$ cat config.mk
export PLATFORM = sky130hd
export DESIGN_NAME = slts_div
export DESIGN_NICKNAME = d
export VERILOG_FILES = /design/src/rtl/slts_pkg.sv /design/src/rtl/slts_div.sv
export SDC_FILE = /design/constraint.sdc
export NUM_CORES = 1
export LEC_CHECK = 0
export ABC_CLOCK_PERIOD_IN_PS = 2700
export BUFFER_PORTS_ARGS = -buffer_cell sky130_fd_sc_hd__buf_2
export CAP_MARGIN = 20
export CORE_MARGIN = 1.5
export CORE_UTILIZATION = 50
export CTS_CLUSTER_DIAMETER = 40
export DETAILED_ROUTE_END_ITERATION = 10
export MAX_ROUTING_LAYER = met4
export PLACE_DENSITY = 0.78
export SLEW_MARGIN = 30
export SYNTH_ARGS = -nofsm -noshare
export SYNTH_HDL_FRONTEND = slang
export SYNTH_SLANG_ARGS = --single-unit
$ cat constraint.sdc
create_clock -name i_clk -period 2.7 [get_ports i_clk]
set_input_delay 0.54 -clock i_clk [delete_from_list [all_inputs] [get_ports i_clk]]
set_output_delay 0.54 -clock i_clk [all_outputs]
set_load 0.01 [all_outputs]
$ cat src/rtl/slts_pkg.sv
// ----------------------------------------------------------------------------
// slts_pkg
// shared constants and types of the sparse triangular solve core
// ----------------------------------------------------------------------------
package slts_pkg;
    localparam int MaxRows = 1024;
    localparam int RowW    = $clog2(MaxRows);

    localparam logic [1:0] ST_OK      = 2'd0;
    localparam logic [1:0] ST_ZERO    = 2'd1;
    localparam logic [1:0] ST_COLUMN  = 2'd2;
    localparam logic [1:0] ST_OVERFLOW = 2'd3;

    // apb register byte addresses
    localparam logic [2:0] ADDR_ROW_COUNT = 3'd0;

    typedef struct packed {
        logic        start;
        logic [63:0] num;   // magnitude of dividend
        logic [31:0] den;   // magnitude of divisor
    } t_div_req;
endpackage

$ cat src/rtl/slts_div.sv
// ----------------------------------------------------------------------------
// slts_div
// restoring unsigned divider, one quotient bit per cycle, 64 by 32 bits
// ----------------------------------------------------------------------------
module slts_div (
    input  logic                i_clk,
    input  logic                i_rst_n,
    input  slts_pkg::t_div_req  i_req,
    output logic                o_done,
    output logic [63:0]         o_quot
);
    logic [63:0] r_quot, n_quot;
    logic [32:0] r_rem, n_rem;
    logic [31:0] r_den;
    logic [6:0]  r_cnt, n_cnt;
    logic        r_busy, n_busy, r_done, n_done;
    logic [32:0] w_shift;
    logic [32:0] w_sub;

    assign w_shift = {r_rem[31:0], r_quot[63]};
    assign w_sub   = w_shift - {1'b0, r_den};

    always_comb begin
        n_quot = r_quot;
        n_rem  = r_rem;
        n_cnt  = r_cnt;
        n_busy = r_busy;
        n_done = 1'b0;
        if (i_req.start) begin
            n_quot = i_req.num;
            n_rem  = '0;
            n_cnt  = 7'd64;
            n_busy = 1'b1;
        end else if (r_busy) begin
            if (!w_sub[32]) begin
                n_rem  = w_sub;
                n_quot = {r_quot[62:0], 1'b1};
            end else begin
                n_rem  = w_shift;
                n_quot = {r_quot[62:0], 1'b0};
            end
            n_cnt = r_cnt - 7'd1;
            if (r_cnt == 7'd1) begin
                n_busy = 1'b0;
                n_done = 1'b1;
            end
        end
    end

    always_ff @(posedge i_clk) begin
        if (!i_rst_n) begin
            r_busy <= 1'b0;
            r_done <= 1'b0;
            r_cnt  <= '0;
        end else begin
            r_busy <= n_busy;
            r_done <= n_done;
            r_cnt  <= n_cnt;
        end
        r_quot <= n_quot;
        r_rem  <= n_rem;
        if (i_req.start) r_den <= i_req.den;
    end

    assign o_done = r_done;
    assign o_quot = r_quot;
endmodule

==> results.md <==
* Number of global-route vias before repair at 6092
* Antenna Cells at 0
* Ordered list of cells on the worst path: inv_1, ha_2, fa_2, nand2b_4, a21o_4, a2111oi_4, o211ai_2, and4b_1, buf_6, nor3_4, buf_4, buf_16, nand2_1, a311oi_1
* Chip width at ~120 um
* Clock-pin slew on the worst setup and hold paths at around 0.07 ns
* Placeable Area at about 0.014 sq mm
* Post-Synthesis Cell Area at approximately 0.0073 sq mm
* Post-synthesis cell count at 658
* Hold Path Depth at 1
* H-tree depth at 4
* CTS tree: built
* Drt first-iter violations at around 470
* Critical-path top delay cell: fa_2
* CTS buffer count at 17
* Antenna violations before repair at 0
* DR pass1 iterations at 7
* WL/cell at 16.7 um
* IO Pins at about 160
* Post-synthesis net count at around 790
* Minimum clock period at 3.05 ns
* Commonest non-fill, non-tap cell in the layout: buf_2
* Starting Density at between 50% and 60%
* Status: finished with violations
* Clk buf depth at 2
* Global-route wire length before repair at approximately 29000 um
* CP Capture Type: flip-flop
* Slew @ Worst Pin at around 0.66 ns
* Grt total ovfl at 0
* Critical Path Fanout Max at 11
* Violated checks: negative setup slack
* # port buffers at between 150 and 200
* Leakage at 4.21 nW
* Asr flop ratio synth at 0%
* Max cap viols at 0
* RD Place Congestion at between 0.9 and 1
* CP Launch Type: flip-flop
* Slew headroom at approximately 56%
* Final hold violations at 0
* Number of library cell types mapped by synthesis at between 60 and 70
* Final Slew Violations at 0
* Die height at ~120 um
* FF-to-FF path depth at 14
* Row count at between 40 and 50
* Final Net Count at between 1000 and 1500
* Power density over the cells at about 660 mW/mm^2
* Crit path depth at 14
* Clk_lat worst skew at between 0.4 and 0.5 ns
* Routed wire length at 18400 um
* CP arrival at ~3.4 ns
* Post-synthesis sequential area ratio at between 50% and 60%
* Warnings from Yosys at 0
* Primary FF master, synth: edfxtp_1
* Cell family with most CP delay: compound AO/OA/AOI/OAI gates
* Maximum clock rate at about 330 MHz
* Total track usage at between 20 and 25%
* Post-synth EDFFs at between 90 and 100
* Most frequent cells in the layout: buf_2 (162), edfxtp_1 (96), buf_4 (88)
* Max stage delay on crit path at 0.35 ns
* Die area at about 0.015 sq mm
* Vias per cell at around 5.5
* RSZ-0062 raised after global routing: yes
* Tot Pwr at 0.00645 W
* Final Setup Violations at 33
* Maximum VDD drop at about 0.47 mV
* # DRC at 0
* Tcrit/Tclk final at 113%
* Avg Cell Area, Syn at between 10 and 15 sq um
* CP Buf/Inv Count at 4
* # fillers at roughly 1100
* Sink Count at 137
* Antenna Violating Nets Remaining at 0
* Root Driver: clkbuf_16
* Hold Path Class: input port to flip-flop
* Seq cells post-synth at roughly 140
* Critical Path RT at roughly 3 ns
* Post-DP HPWL at between 10000 and 15000 um
* Hold WS at ~0.28 ns
* Largest net degree at the start of global routing at 68
* Max Clock Skew at about 0.007 ns
* Share of layout cells above drive strength 1 at 41.2%
* Critical Setup Path Class: flip-flop to flip-flop
* Setup WS post-layout at -0.345 ns
* Area Growth Syn to Fin at 33.0%
* Routed via count at approximately 6000
[flip-flops by register name, summed over array words and instances, names as in the netlist]
name and count:
r_busy 1, r_den 32, r_rem 32, o_done 1, r_cnt 7, o_quot 64
[timing repair]
item / in CTS / in global routing
hold buffers: 0 / 0
buffers inserted: 7 / 1
endpoints found under the setup margin: 33 / 33
resized for setup: 12 / 11
pin swaps: 10 / 4
cloned: 1 / 1
[final timing paths]
check,start,to,slack [ns]
hold / removal,i_req[19],r_den[19]$_DFFE_PP_,0.28
hold reg to reg,r_rem[11]$_SDFFE_PP0P_,r_rem[11]$_SDFFE_PP0P_,0.50
setup / recovery,o_quot[63]$_DFFE_PP_,r_rem[5]$_SDFFE_PP0P_,-0.35
setup reg to reg,o_quot[63]$_DFFE_PP_,r_rem[5]$_SDFFE_PP0P_,-0.35
[cells by family after synthesis]
family | after synthesis | synth area share, %
buffers and inverters | 76 | 4.09
adder cells (fa/ha/maj) | 35 | 6.06
AND/OR/NAND/NOR | 147 | 9.34
flip-flops | 137 | 50.4
multiplexers | 83 | 12.4
XOR/XNOR | 32 | 3.82
AO/OA/AOI/OAI | 148 | 13.9
[area by class of cell]
| cell class | instances | area [sq um] | share of cell area [%] |
|---|---|---|---|
| clock buffers | 17 | 425 | 4.36 |
| clock inverters | 15 | 170 | 1.74 |
| inverters | 44 | 165 | 1.69 |
| multi-input cells | 445 | 3440 | 35.2 |
| flip-flops and latches | 137 | 3700 | 37.9 |
| well taps | 184 | 230 | 2.36 |
| repair buffers | 259 | 1630 | 16.7 |
[cell usage after synthesis (19+ instances only)]
cell type  number  area share, %
inv_1          44            2.2
dfxtp_1        41             11
mux2_2         64            9.8
nor2_1         52            2.7
nand2_1        45            2.3
edfxtp_1       96             39
xnor2_1        21            2.5
ha_1           34            5.8
o21ai_0        23            1.6
a21oi_1        36            2.5
a211oi_1       25            2.6
mux2i_1        19            2.6
[through the flow]
| stage | area, sq um | instances | setup WS (ns) | setup TNS (ns) | util (%) |
|---|---|---|---|---|---|
| floorplan | 7380 | 658 | -0.411 | -7.75 | - |
| global placement | 8960 | 1059 | -0.373 | -10.12 | 62.1 |
| detailed placement | 8960 | 1059 | -0.431 | -12.48 | 62.1 |
| CTS | 9680 | 1099 | -0.328 | -9.22 | 67.1 |
| global route | 9770 | 1101 | -0.519 | -15.00 | 67.7 |
| finish | 9770 | 1101 | -0.345 | -9.38 | 67.7 |
[metal layers]
metal  vias up  routed length (um)  GRT usage [%]
li1       2928                   -              -
met1      2890                7910           30.6
met2       171                9220           40.3
met3        38                 819           4.87
met4         0                 439           9.67
met5         -                   0              -
[where the power goes]
part,internal (W),switching [W],leakage [nW]
clock network,0.00132,0.00102,0.295
logic,0.000745,0.000779,2.62
registers,0.00248,0.000106,1.30
total,0.00454,0.00190,4.21
(Power assumes the default switching activity.)
